[src/design/multi_percentile_stream_selector_unit_macros.svh]
// assertion macros shared by the percentile selector rtl
// no dependencies; included by files that carry concurrent assertions
`ifndef MULTI_PERCENTILE_STREAM_SELECTOR_UNIT_MACROS_SVH
`define MULTI_PERCENTILE_STREAM_SELECTOR_UNIT_MACROS_SVH

// same-cycle implication, disabled during reset
`define MPSS_ASSERT_IMPLY(label, clk, rstn, ante, cons, msg) \
    label: assert property (@(posedge clk) disable iff (!(rstn)) (ante) |-> (cons)) \
        else $error(msg);

// next-cycle implication, disabled during reset
`define MPSS_ASSERT_NEXT(label, clk, rstn, ante, cons, msg) \
    label: assert property (@(posedge clk) disable iff (!(rstn)) (ante) |=> (cons)) \
        else $error(msg);

`endif

[src/design/mpss_pkg.sv]
// shared types and constants of the percentile selector
// no dependencies
`default_nettype none

package mpss_pkg;

    localparam int FRAC_W     = 17;
    localparam int PROP_W     = 16;
    localparam int REQ_IDX_W  = 4;
    localparam int STATUS_W   = 2;
    localparam int REQ_CNT_W  = 5;
    localparam int CFG_ADDR_W = 2;

    localparam logic [FRAC_W-1:0] Q16_ONE = 17'h10000;

    localparam logic OP_LOAD = 1'b0;
    localparam logic OP_DATA = 1'b1;

    localparam logic [STATUS_W-1:0] STAT_OK        = 2'd0;
    localparam logic [STATUS_W-1:0] STAT_NULL      = 2'd1;
    localparam logic [STATUS_W-1:0] STAT_RANGE     = 2'd2;
    localparam logic [STATUS_W-1:0] STAT_NULL_DATA = 2'd3;

    localparam logic [CFG_ADDR_W-1:0] CFG_MODE = 2'd0;
    localparam logic [CFG_ADDR_W-1:0] CFG_ROWS = 2'd1;
    localparam logic [CFG_ADDR_W-1:0] CFG_REQS = 2'd2;

    typedef enum logic [2:0] {
        ST_IDLE,
        ST_SCAN,
        ST_PICK,
        ST_EVAL,
        ST_SEND
    } mpss_state_t;

    typedef struct packed {
        logic load;
        logic start;
        logic scan;
        logic pick;
        logic eval;
        logic send;
        logic finish;
    } mpss_cmd_t;

    typedef struct packed {
        logic ignore_data;
        logic scan_done;
        logic any_match;
        logic out_free;
    } mpss_stat_t;

endpackage

`default_nettype wire

[src/design/mpss_ctrl.sv]
// controller state machine of the percentile selector
// depends on mpss_pkg
`default_nettype none

module mpss_ctrl
    import mpss_pkg::*;
(
    input  wire logic       aclk,
    input  wire logic       aresetn,
    input  wire logic       s_tvalid,
    input  wire logic       s_op,
    input  wire mpss_stat_t stat,
    output logic            s_tready,
    output mpss_cmd_t       cmd
);

    mpss_state_t state_reg, state_next;

    always_ff @(posedge aclk) begin
        if (!aresetn) begin
            state_reg <= ST_IDLE;
        end else begin
            state_reg <= state_next;
        end
    end

    always_comb begin
        state_next = state_reg;
        unique case (state_reg)
            ST_IDLE: begin
                if (s_tvalid && s_op == OP_DATA && !stat.ignore_data) begin
                    state_next = ST_SCAN;
                end
            end
            ST_SCAN: begin
                if (stat.scan_done) begin
                    state_next = ST_PICK;
                end
            end
            ST_PICK: begin
                state_next = stat.any_match ? ST_EVAL : ST_IDLE;
            end
            ST_EVAL: begin
                state_next = ST_SEND;
            end
            ST_SEND: begin
                if (stat.out_free) begin
                    state_next = ST_PICK;
                end
            end
            default: begin
                state_next = ST_IDLE;
            end
        endcase
    end

    always_comb begin
        s_tready = 1'b0;
        cmd      = '0;
        unique case (state_reg)
            ST_IDLE: begin
                s_tready  = 1'b1;
                cmd.load  = s_tvalid && s_op == OP_LOAD;
                cmd.start = s_tvalid && s_op == OP_DATA && !stat.ignore_data;
            end
            ST_SCAN: begin
                cmd.scan = 1'b1;
            end
            ST_PICK: begin
                cmd.pick   = stat.any_match;
                cmd.finish = !stat.any_match;
            end
            ST_EVAL: begin
                cmd.eval = 1'b1;
            end
            ST_SEND: begin
                cmd.send = stat.out_free;
            end
            default: begin
                s_tready = 1'b0;
            end
        endcase
    end

endmodule

`default_nettype wire

[src/design/mpss_datapath.sv]
// datapath of the percentile selector: config, request table, target scan,
// answer evaluation and output register; depends on mpss_pkg
`default_nettype none

module mpss_datapath
    import mpss_pkg::*;
#(
    parameter int MAX_REQUESTS = 16,
    parameter int ROW_BITS     = 20,
    parameter int VALUE_BITS   = 32,
    localparam int RC_W        = ROW_BITS + 1,
    localparam int OUT_W       = ((REQ_IDX_W + VALUE_BITS + STATUS_W + 7) / 8) * 8
)
(
    input  wire logic                  aclk,
    input  wire logic                  aresetn,
    input  wire mpss_cmd_t             cmd,
    output mpss_stat_t                 stat,
    input  wire logic                  cfg_valid,
    input  wire logic [CFG_ADDR_W-1:0] cfg_addr,
    input  wire logic [RC_W-1:0]       cfg_data,
    input  wire logic [FRAC_W-1:0]     in_fraction,
    input  wire logic                  in_fraction_is_null,
    input  wire logic [VALUE_BITS-1:0] in_data_value,
    input  wire logic                  in_data_is_null,
    output logic                       m_tvalid,
    input  wire logic                  m_tready,
    output logic [OUT_W-1:0]           m_tdata,
    output logic                       m_tlast
);

    localparam int IDX_W = (MAX_REQUESTS > 1) ? $clog2(MAX_REQUESTS) : 1;
    localparam int CNT_W = $clog2(MAX_REQUESTS + 1);
    localparam int LIM_W = (CNT_W > REQ_CNT_W) ? CNT_W : REQ_CNT_W;
    localparam int MUL_W = FRAC_W + RC_W;
    localparam int CMP_W = RC_W + 2;
    localparam int V     = VALUE_BITS;
    localparam int PAD_W = OUT_W - (REQ_IDX_W + V + STATUS_W);

    // configuration
    logic            cont_reg;
    logic [RC_W-1:0] row_count_reg;
    logic [REQ_CNT_W-1:0] req_count_reg;

    always_ff @(posedge aclk) begin
        if (!aresetn) begin
            cont_reg      <= 1'b1;
            row_count_reg <= RC_W'(1);
            req_count_reg <= '0;
        end else if (cfg_valid) begin
            unique case (cfg_addr)
                CFG_MODE: cont_reg <= cfg_data[0];
                CFG_ROWS: begin
                    if (cfg_data[ROW_BITS] && (|cfg_data[ROW_BITS-1:0])) begin
                        row_count_reg <= {1'b1, {ROW_BITS{1'b0}}};
                    end else begin
                        row_count_reg <= cfg_data;
                    end
                end
                CFG_REQS: req_count_reg <= cfg_data[REQ_CNT_W-1:0];
                default: ;
            endcase
        end
    end

    // batch state
    logic [CNT_W-1:0] loaded_reg;
    logic [RC_W-1:0]  rows_seen_reg;
    logic [V-1:0]     held_value_reg;
    logic             held_null_reg;
    logic [V-1:0]     cur_value_reg;
    logic             cur_null_reg;
    logic [RC_W-1:0]  row_reg;

    logic [LIM_W-1:0] req_ext, limit, loaded_ext;
    logic [IDX_W-1:0] load_addr;
    logic             load_ok;

    always_comb begin
        req_ext    = LIM_W'(req_count_reg);
        limit      = (req_ext < LIM_W'(MAX_REQUESTS)) ? req_ext : LIM_W'(MAX_REQUESTS);
        loaded_ext = (rows_seen_reg != '0) ? '0 : LIM_W'(loaded_reg);
        load_ok    = loaded_ext < limit;
        load_addr  = loaded_ext[IDX_W-1:0];
    end

    logic [FRAC_W-1:0] frac_mem [MAX_REQUESTS];
    logic              fnull_mem[MAX_REQUESTS];
    logic [PROP_W-1:0] prop_mem [MAX_REQUESTS];

    always_ff @(posedge aclk) begin
        if (cmd.load && load_ok) begin
            frac_mem[load_addr]  <= in_fraction;
            fnull_mem[load_addr] <= in_fraction_is_null;
        end
    end

    always_ff @(posedge aclk) begin
        if (!aresetn) begin
            loaded_reg     <= '0;
            rows_seen_reg  <= '0;
            held_value_reg <= '0;
            held_null_reg  <= 1'b0;
        end else if (cmd.load) begin
            if (rows_seen_reg != '0) begin
                rows_seen_reg  <= '0;
                held_value_reg <= '0;
                held_null_reg  <= 1'b0;
            end
            loaded_reg <= load_ok ? CNT_W'(loaded_ext + LIM_W'(1)) : CNT_W'(loaded_ext);
        end else if (cmd.finish) begin
            rows_seen_reg  <= row_reg;
            held_value_reg <= cur_value_reg;
            held_null_reg  <= cur_null_reg;
        end
    end

    always_ff @(posedge aclk) begin
        if (cmd.start) begin
            cur_value_reg <= in_data_value;
            cur_null_reg  <= in_data_is_null;
            row_reg       <= rows_seen_reg + RC_W'(1);
        end
    end

    // shared table read port: scan address or picked request
    logic [CNT_W-1:0]  scan_idx_reg;
    logic [IDX_W-1:0]  pick_idx;
    logic [IDX_W-1:0]  rd_addr;
    logic [FRAC_W-1:0] rd_frac_reg;
    logic              rd_null_reg;
    logic [PROP_W-1:0] rd_prop_reg;

    assign rd_addr = cmd.pick ? pick_idx : scan_idx_reg[IDX_W-1:0];

    always_ff @(posedge aclk) begin
        rd_frac_reg <= frac_mem[rd_addr];
        rd_null_reg <= fnull_mem[rd_addr];
        rd_prop_reg <= prop_mem[rd_addr];
    end

    // scan pipeline: issue, multiply, classify
    logic             issue;
    logic             a_valid_reg, b_valid_reg;
    logic [IDX_W-1:0] a_idx_reg, b_idx_reg;
    logic             b_front_reg;
    logic [MUL_W-1:0] b_prod_reg;
    logic [RC_W-1:0]  n_scale;

    assign issue   = cmd.scan && (scan_idx_reg < loaded_reg);
    assign n_scale = cont_reg ? row_count_reg - RC_W'(1) : row_count_reg;

    always_ff @(posedge aclk) begin
        if (!aresetn) begin
            scan_idx_reg <= '0;
            a_valid_reg  <= 1'b0;
            b_valid_reg  <= 1'b0;
        end else if (cmd.start) begin
            scan_idx_reg <= '0;
            a_valid_reg  <= 1'b0;
            b_valid_reg  <= 1'b0;
        end else begin
            if (issue) begin
                scan_idx_reg <= scan_idx_reg + CNT_W'(1);
            end
            a_valid_reg <= issue;
            b_valid_reg <= a_valid_reg;
        end
    end

    always_ff @(posedge aclk) begin
        a_idx_reg   <= scan_idx_reg[IDX_W-1:0];
        b_idx_reg   <= a_idx_reg;
        b_front_reg <= rd_null_reg || (rd_frac_reg > Q16_ONE) || (row_count_reg == '0);
        b_prod_reg  <= MUL_W'(rd_frac_reg) * MUL_W'(n_scale);
    end

    logic [PROP_W-1:0] c_prop;
    logic [CMP_W-1:0]  c_row, c_first, c_second, c_k, c_disc;
    logic [MUL_W:0]    c_round;
    logic              c_m0, c_m1, c_m2;

    always_comb begin
        c_prop   = b_prod_reg[PROP_W-1:0];
        c_row    = CMP_W'(row_reg);
        c_first  = CMP_W'(b_prod_reg[MUL_W-1:PROP_W]) + CMP_W'(1);
        c_second = c_first + CMP_W'(c_prop != '0);
        c_round  = {1'b0, b_prod_reg} + (MUL_W+1)'(16'hFFFF);
        c_k      = CMP_W'(c_round[MUL_W:PROP_W]);
        c_disc   = (c_k == '0) ? CMP_W'(1) : c_k;
        c_m0 = 1'b0;
        c_m1 = 1'b0;
        c_m2 = 1'b0;
        if (b_front_reg) begin
            c_m0 = (row_reg == RC_W'(1));
        end else if (!cont_reg) begin
            c_m2 = (c_disc == c_row);
        end else if (c_second == c_row) begin
            // interpolating ones sort ahead of exact hits on this row
            c_m1 = (c_prop != '0);
            c_m2 = (c_prop == '0);
        end
    end

    logic [MAX_REQUESTS-1:0] vec0_reg, vec1_reg, vec2_reg;
    logic [MAX_REQUESTS-1:0] sel_vec, left0, left1, left2;
    logic                    sel0, sel1;

    always_comb begin
        sel0    = |vec0_reg;
        sel1    = !sel0 && (|vec1_reg);
        sel_vec = sel0 ? vec0_reg : (sel1 ? vec1_reg : vec2_reg);
        pick_idx = '0;
        for (int i = MAX_REQUESTS - 1; i >= 0; i--) begin
            if (sel_vec[i]) begin
                pick_idx = IDX_W'(i);
            end
        end
        left0 = vec0_reg;
        left1 = vec1_reg;
        left2 = vec2_reg;
        if (sel0) begin
            left0[pick_idx] = 1'b0;
        end else if (sel1) begin
            left1[pick_idx] = 1'b0;
        end else begin
            left2[pick_idx] = 1'b0;
        end
    end

    always_ff @(posedge aclk) begin
        if (!aresetn) begin
            vec0_reg <= '0;
            vec1_reg <= '0;
            vec2_reg <= '0;
        end else if (cmd.start) begin
            vec0_reg <= '0;
            vec1_reg <= '0;
            vec2_reg <= '0;
        end else if (b_valid_reg) begin
            vec0_reg[b_idx_reg] <= c_m0;
            vec1_reg[b_idx_reg] <= c_m1;
            vec2_reg[b_idx_reg] <= c_m2;
        end else if (cmd.pick) begin
            vec0_reg <= left0;
            vec1_reg <= left1;
            vec2_reg <= left2;
        end
    end

    always_ff @(posedge aclk) begin
        if (b_valid_reg) begin
            prop_mem[b_idx_reg] <= c_prop;
        end
    end

    // pick and evaluate one answer
    logic [IDX_W-1:0] p_idx_reg;
    logic             p_last_reg;

    always_ff @(posedge aclk) begin
        if (cmd.pick) begin
            p_idx_reg  <= pick_idx;
            p_last_reg <= !(|(left0 | left1 | left2));
        end
    end

    logic [V:0]          e_diff;
    logic                e_up;
    logic [STATUS_W-1:0] e_status;
    logic                e_lerp;

    always_comb begin
        e_up   = $signed(cur_value_reg) >= $signed(held_value_reg);
        e_diff = {cur_value_reg[V-1], cur_value_reg} - {held_value_reg[V-1], held_value_reg};
        e_lerp = 1'b0;
        priority if (rd_null_reg) begin
            e_status = STAT_NULL;
        end else if (rd_frac_reg > Q16_ONE) begin
            e_status = STAT_RANGE;
        end else if (row_count_reg == '0) begin
            e_status = STAT_NULL;
        end else if (!cont_reg) begin
            e_status = cur_null_reg ? STAT_NULL : STAT_OK;
        end else if (rd_prop_reg != '0) begin
            e_status = (cur_null_reg || held_null_reg) ? STAT_NULL_DATA : STAT_OK;
            e_lerp   = 1'b1;
        end else begin
            e_status = cur_null_reg ? STAT_NULL_DATA : STAT_OK;
        end
    end

    logic [V:0]            x_mag_reg;
    logic                  x_up_reg, x_lerp_reg, x_last_reg;
    logic [PROP_W-1:0]     x_prop_reg;
    logic [STATUS_W-1:0]   x_status_reg;
    logic [REQ_IDX_W-1:0]  x_idx_reg;

    always_ff @(posedge aclk) begin
        if (cmd.eval) begin
            x_mag_reg    <= e_up ? e_diff : (V+1)'(0) - e_diff;
            x_up_reg     <= e_up;
            x_lerp_reg   <= e_lerp;
            x_last_reg   <= p_last_reg;
            x_prop_reg   <= rd_prop_reg;
            x_status_reg <= e_status;
            x_idx_reg    <= REQ_IDX_W'(p_idx_reg);
        end
    end

    // interpolation and output register
    logic [V+PROP_W:0]   x_prod;
    logic [V+PROP_W+1:0] x_prod_up;
    logic [V-1:0]        x_q, x_answer;

    always_comb begin
        x_prod    = (V+PROP_W+1)'(x_mag_reg) * (V+PROP_W+1)'(x_prop_reg);
        x_prod_up = {1'b0, x_prod} + (V+PROP_W+2)'(16'hFFFF);
        x_q       = x_up_reg ? x_prod[V+PROP_W-1:PROP_W] : x_prod_up[V+PROP_W-1:PROP_W];
        if (x_status_reg != STAT_OK) begin
            x_answer = '0;
        end else if (!x_lerp_reg) begin
            x_answer = cur_value_reg;
        end else if (x_up_reg) begin
            x_answer = held_value_reg + x_q;
        end else begin
            x_answer = held_value_reg - x_q;
        end
    end

    logic                 m_valid_reg;
    logic [OUT_W-1:0]     m_data_reg;
    logic                 m_last_reg;

    always_ff @(posedge aclk) begin
        if (!aresetn) begin
            m_valid_reg <= 1'b0;
        end else if (cmd.send) begin
            m_valid_reg <= 1'b1;
        end else if (m_tready) begin
            m_valid_reg <= 1'b0;
        end
    end

    always_ff @(posedge aclk) begin
        if (cmd.send) begin
            m_data_reg <= {{PAD_W{1'b0}}, x_status_reg, x_answer, x_idx_reg};
            m_last_reg <= x_last_reg;
        end
    end

    assign m_tvalid = m_valid_reg;
    assign m_tdata  = m_data_reg;
    assign m_tlast  = m_last_reg;

    always_comb begin
        stat.ignore_data = !(rows_seen_reg == '0 || rows_seen_reg < row_count_reg);
        stat.scan_done   = !(scan_idx_reg < loaded_reg) && !a_valid_reg && !b_valid_reg;
        stat.any_match   = |(vec0_reg | vec1_reg | vec2_reg);
        stat.out_free    = !m_valid_reg || m_tready;
    end

endmodule

`default_nettype wire

[src/design/multi_percentile_stream_selector_unit.sv]
// top level of the multi-percentile selector over a sorted value stream
// depends on mpss_pkg, mpss_ctrl, mpss_datapath and the assertion macros
//
// a batch of percentile requests (q16 fraction or null) is loaded first, one
// per transaction with tuser op = 0, then the ascending sorted values follow
// with op = 1. for every value the block finds the requests whose last needed
// row has been reached and returns each as one result transaction: load index,
// answer and status, ordered by (low row, high row, load index), with tlast on
// the final result of that value. continuous mode interpolates between the
// previous and the current value. loads are taken back to back. a data value
// is accepted, then the target scan runs (one request per cycle through the
// shared q16 multiplier and row compare), then every result it causes passes
// the pick, evaluate and send states, and a closing pick ends the value; only
// then is the next transaction taken, and a stall on the result side delays it.
// configuration writes are always taken and must only arrive while the block
// is idle.
`default_nettype none
`include "multi_percentile_stream_selector_unit_macros.svh"

module multi_percentile_stream_selector_unit
    import mpss_pkg::*;
#(
    parameter int MAX_REQUESTS = 16,
    parameter int ROW_BITS     = 20,
    parameter int VALUE_BITS   = 32,
    localparam int IN_W        = ((FRAC_W + VALUE_BITS + 7) / 8) * 8,
    localparam int OUT_W       = ((REQ_IDX_W + VALUE_BITS + STATUS_W + 7) / 8) * 8
)
(
    input  wire logic                  aclk,
    input  wire logic                  aresetn,
    // configuration write channel
    input  wire logic                  cfg_valid,
    output logic                       cfg_ready,
    input  wire logic [CFG_ADDR_W-1:0] cfg_addr,
    input  wire logic [ROW_BITS:0]     cfg_data,
    // input stream
    input  wire logic                  s_tvalid,
    output logic                       s_tready,
    input  wire logic [IN_W-1:0]       s_tdata,  // fraction, data_value, zero pad
    input  wire logic [2:0]            s_tuser,  // op, fraction_is_null, data_is_null
    // result stream
    output logic                       m_tvalid,
    input  wire logic                  m_tready,
    output logic [OUT_W-1:0]           m_tdata,  // request_index, answer, status, zero pad
    output logic                       m_tlast   // last
);

    mpss_cmd_t  cmd;
    mpss_stat_t stat;

    // config registers never back-pressure
    assign cfg_ready = 1'b1;

    mpss_ctrl u_ctrl (
        .aclk     (aclk),
        .aresetn  (aresetn),
        .s_tvalid (s_tvalid),
        .s_op     (s_tuser[0]),
        .stat     (stat),
        .s_tready (s_tready),
        .cmd      (cmd)
    );

    mpss_datapath #(
        .MAX_REQUESTS (MAX_REQUESTS),
        .ROW_BITS     (ROW_BITS),
        .VALUE_BITS   (VALUE_BITS)
    ) u_datapath (
        .aclk                (aclk),
        .aresetn             (aresetn),
        .cmd                 (cmd),
        .stat                (stat),
        .cfg_valid           (cfg_valid),
        .cfg_addr            (cfg_addr),
        .cfg_data            (cfg_data),
        .in_fraction         (s_tdata[FRAC_W-1:0]),
        .in_fraction_is_null (s_tuser[1]),
        .in_data_value       (s_tdata[FRAC_W+VALUE_BITS-1:FRAC_W]),
        .in_data_is_null     (s_tuser[2]),
        .m_tvalid            (m_tvalid),
        .m_tready            (m_tready),
        .m_tdata             (m_tdata),
        .m_tlast             (m_tlast)
    );

    // a result is only launched into a free output register
    `MPSS_ASSERT_IMPLY(a_send_free, aclk, aresetn, cmd.send, stat.out_free, "send into busy output")
    // a pick needs a pending match
    `MPSS_ASSERT_IMPLY(a_pick_match, aclk, aresetn, cmd.pick, stat.any_match, "pick without match")
    // a started value closes the input until its last result is launched
    `MPSS_ASSERT_NEXT(a_busy_after_start, aclk, aresetn, cmd.start, !s_tready, "input open during scan")
    // controller issues at most one command at a time
    `MPSS_ASSERT_IMPLY(a_one_cmd, aclk, aresetn, 1'b1, $onehot0(cmd), "overlapping commands")

endmodule

`default_nettype wire

[config.mk]
export PLATFORM = sky130hd
export DESIGN_NAME = multi_percentile_stream_selector_unit
export DESIGN_NICKNAME = d
export VERILOG_FILES = /design/src/design/mpss_pkg.sv /design/src/design/mpss_ctrl.sv /design/src/design/mpss_datapath.sv /design/src/design/multi_percentile_stream_selector_unit.sv
export VERILOG_INCLUDE_DIRS = /design/src /design/src/design
export SDC_FILE = /design/constraint.sdc
export NUM_CORES = 2
export LEC_CHECK = 0
export BUFFER_PORTS_ARGS = -buffer_cell sky130_fd_sc_hd__buf_2
export CAP_MARGIN = 5
export CORE_MARGIN = 1
export CORE_UTILIZATION = 65
export DETAILED_ROUTE_END_ITERATION = 10
export PLACE_DENSITY_LB_ADDON = 0.2
export SLEW_MARGIN = 30
export SYNTH_ARGS = -nofsm -noshare
export SYNTH_HDL_FRONTEND = slang
export SYNTH_SLANG_ARGS = --single-unit
[constraint.sdc]
create_clock -name aclk -period 13.58 [get_ports aclk]
set_input_delay 1.358 -clock aclk [delete_from_list [all_inputs] [get_ports aclk]]
set_output_delay 1.358 -clock aclk [all_outputs]
set_load 0.02 [all_outputs]
==> flow_summary_export.csv <==
group,metric,value,unit
sta,finalSetupTns,0,ns
worst_setup_path,rr_startpoint,"u_datapath.x_mag_reg[13]",
synth,synthCells,7088,
synth,synthAdderAreaFrac,25.9,%
worst_setup_path,arrival,12.49,ns
grt,use_met3,4.20,%
die,io_pins,131,
placed_design,placedCellCount,8450,
synth,synthArstFlopShare,0,%
sta,grt_setup_unrepaired,"no",
clocking,cts_setup_buffers,0,
synth,synth_compound_area_share,11.1,%
worst_setup_path,cp.required,14.01,ns
die,die_w,334,um
finish,largest_register_ffs,272,
worst_setup_path,critPathBufInv,3,
clocking,clockBufferDepth,3,
finish,area_delta_synth_final,7.91,%
sta,timing.final.crit_share,88.8,%
clocking,cts_tree,"done",
synth,syn_avg_cell_area,10.1,sq um
synth,synth_flop_cell,"edfxtp_1",
grt,grt_max_degree,187,
finish,largestRegisters,"u_datapath.frac_mem x272, u_datapath.prop_mem x256",
sta,finalCriticalPeriod,12.06,ns
finish,postLayoutCellArea,77300,sq um
clocking,ctsHoldBuffers,0,
grt,grt_pass1_vias,54000,
finish,nNetsFinal,8213,
synth,synth_top_area_share,29.3,%
finish,layout-drive-gt1-share,6.81,%
worst_setup_path,max_stage_delay,0.93,ns
clocking,numCtsBuffers,95,
worst_setup_path,worst-path-max-fanout,16,
placed_design,dpl-instance-area,74000,sq um
placed_design,io_buffers,120,
sta,tightest_slew,1.04,ns
sta,fin_worst_skew,0.0973,ns
sta,slew_headroom,31.0,%
status,outcome,"finished clean",
clocking,clock_latency,0.73,ns
clocking,cts_max_level,3,
die,placementRows,121,
worst_setup_path,r2r_slack,1.52,ns
placed_design,hpwlAfterDp,132000,um
worst_setup_path,crit_end,"u_datapath.m_tdata[34]",
synth,synth-simple-area-share,14.8,%
detailed_routing,ant_nets,0,
die,core_area,109000,sq um
detailed_routing,drt-pass1-iter-count,5,
worst_setup_path,worst-path-stages,39,
die,die_y,334,um
clocking,ctsResizeCount,0,
grt,antenna_found_initial,7,
die,dieArea,112000,sq um
synth,synth_top_area_cell,"edfxtp_1",
hold_path,hp-class,"flop to flop",
grt,grt.met1_usage,41.2,%
detailed_routing,drt_iter0_markers,4216,
clocking,clk_pin_slew_worst_paths,0.07,ns
sta,max_freq,82.9,MHz
worst_setup_path,rr_worst_depth,39,
worst_setup_path,r2r-end,"u_datapath.m_tdata[34]",
detailed_routing,viasPerCell,6.05,
sta,hold_violations,0,
synth,synth_edf_count,700,
worst_setup_path,start_kind,"flop",
grt,grtUsageMet2,58.6,%
finish,regMostFlops,"u_datapath.frac_mem",
synth,synthTopCellsByArea,"edfxtp_1 (29%), fa_1 (20%), dfxtp_1 (6.3%)",
worst_setup_path,crit_family,"simple AND/OR/NAND/NOR gates",
worst_setup_path,crit_path_end_kind,"flop",
synth,syn-cell-area,71700,sq um
worst_setup_path,crit_top_cell,"nand2_1",
finish,multiInputGateArea,41600,sq um
clocking,cts-root-buf,"clkbuf_16",
synth,synth_cell_types,98,
placed_design,gp_congestion,0.953,
worst_setup_path,startpoint,"u_datapath.x_mag_reg[13]",
worst_setup_path,critical_path_class,"flop to flop",
grt,grt_pass1_wl,294000,um
synth,synth_xor_area_share,3.31,%
synth,ys_ff_latch,926,
sta,setup_viol,0,
grt,grt.busiest_layer,"met2",
detailed_routing,totalWireLength,186000,um
finish,instances_no_fill,8640,
run,drv_cap,0,
sta,holdWs,0.330,ns
synth,synthMuxAreaShare,2.55,%
clocking,cts_sinks,926,
finish,nFillCells,7977,
synth,synthMostInstantiatedCell,"inv_1",
detailed_routing,vias,52300,
worst_setup_path,worst_path_max_delay_cell,"edfxtp_1",
sta,drv_slew,0,
detailed_routing,avgRoutedWirePerCell,21.5,um
synth,ys_warn_count,0,
grt,grtUsageTotal,33.7,%
synth,seq_area_frac_synth,35.6,%
synth,synth_commonest_cells,"inv_1 (914), nand2_1 (869), fa_1 (717)",
hold_path,hp-start,"u_datapath.a_idx_reg[3]",
die,start_util,65.7,%
synth,synth_top_family_by_area,"adder cells",
detailed_routing,drc,0,
grt,overflow,0,
finish,seqCellArea,25500,sq um
## worst reg2reg max path: cells and delay by family (launching register included)
kind / cells / cell delay, ns
simple gates: 17 / 4.16
fa+ha+maj: 8 / 3.96
compound gates: 10 / 2.34
flops: 1 / 0.93
xor+xnor: 1 / 0.25
buf+inv: 3 / 0.18
## kinds of logic after synthesis
| family | after synthesis |
|---|---|
| flip-flops | 926 |
| XOR/XNOR | 271 |
| buffers and inverters | 1269 |
| adder cells (fa/ha/maj) | 1053 |
| other | 2 |
| AO/OA/AOI/OAI | 1217 |
| multiplexers | 180 |
| AND/OR/NAND/NOR | 2170 |
## routing by layer
metal  share of wire, %  routed length, um
met5                  0                  0
met3                6.3              11800
met2                 50              92300
met1                 38              71300
met4                5.7              10500
## stage by stage
stage | setup WS [ns] | utilization (%)
after global placement | 1.59 | 67.7
after CTS | 1.50 | 70.8
after floorplan | 2.95 | -
after detailed placement | 1.57 | 67.8
after global routing | 0.934 | 70.8
final | 1.52 | 70.9
## cells in the final DEF, fill, tap and decap left out, types with 26 or more instances in the layout
cell type / instances
nor2b_1: 195
nor3_1: 82
a31oi_1: 44
and3_1: 43
clkbuf_16: 95
mux2i_1: 169
xnor2_1: 186
o21a_1: 26
dfxtp_1: 223
clkbuf_1: 35
nand2_1: 869
nand4_1: 54
nor2_1: 237
xor2_1: 85
buf_2: 120
fa_1: 717
buf_4: 112
o21ai_0: 160
inv_1: 914
nor4_1: 52
nand2b_1: 47
a22oi_1: 30
edfxtp_1: 700
nand3_1: 126
and2_1: 325
a21o_1: 75
a21oi_1: 374
a21boi_0: 66
ha_1: 336
a211oi_1: 261
## how the worst min path moves through the flow
stage | to | slack, ns | cells past startpoint
floorplan | u_datapath.b_idx_reg[0] | 0.31 | 0
global placement | u_datapath.b_idx_reg[3] | 0.31 | 0
detailed placement | u_datapath.b_idx_reg[3] | 0.31 | 0
CTS | u_datapath.b_idx_reg[3] | 0.33 | 0
global route | u_datapath.b_idx_reg[3] | 0.34 | 0
finish | u_datapath.b_idx_reg[3] | 0.33 | 0
## layout make-up
cell class | count | area share, %
tap | 1476 | 2.39
clock inverter | 39 | 0.794
inverter | 915 | 4.44
sequential | 926 | 33.0
clock buffer | 141 | 3.44
antenna | 8 | 0.0259
multi-input combinational | 4894 | 53.8
timing repair buffer | 241 | 2.08
Power is left out: the tool's default activity adds up to more than one toggle a clock period on the data nets, which glitch-free logic cannot reach.
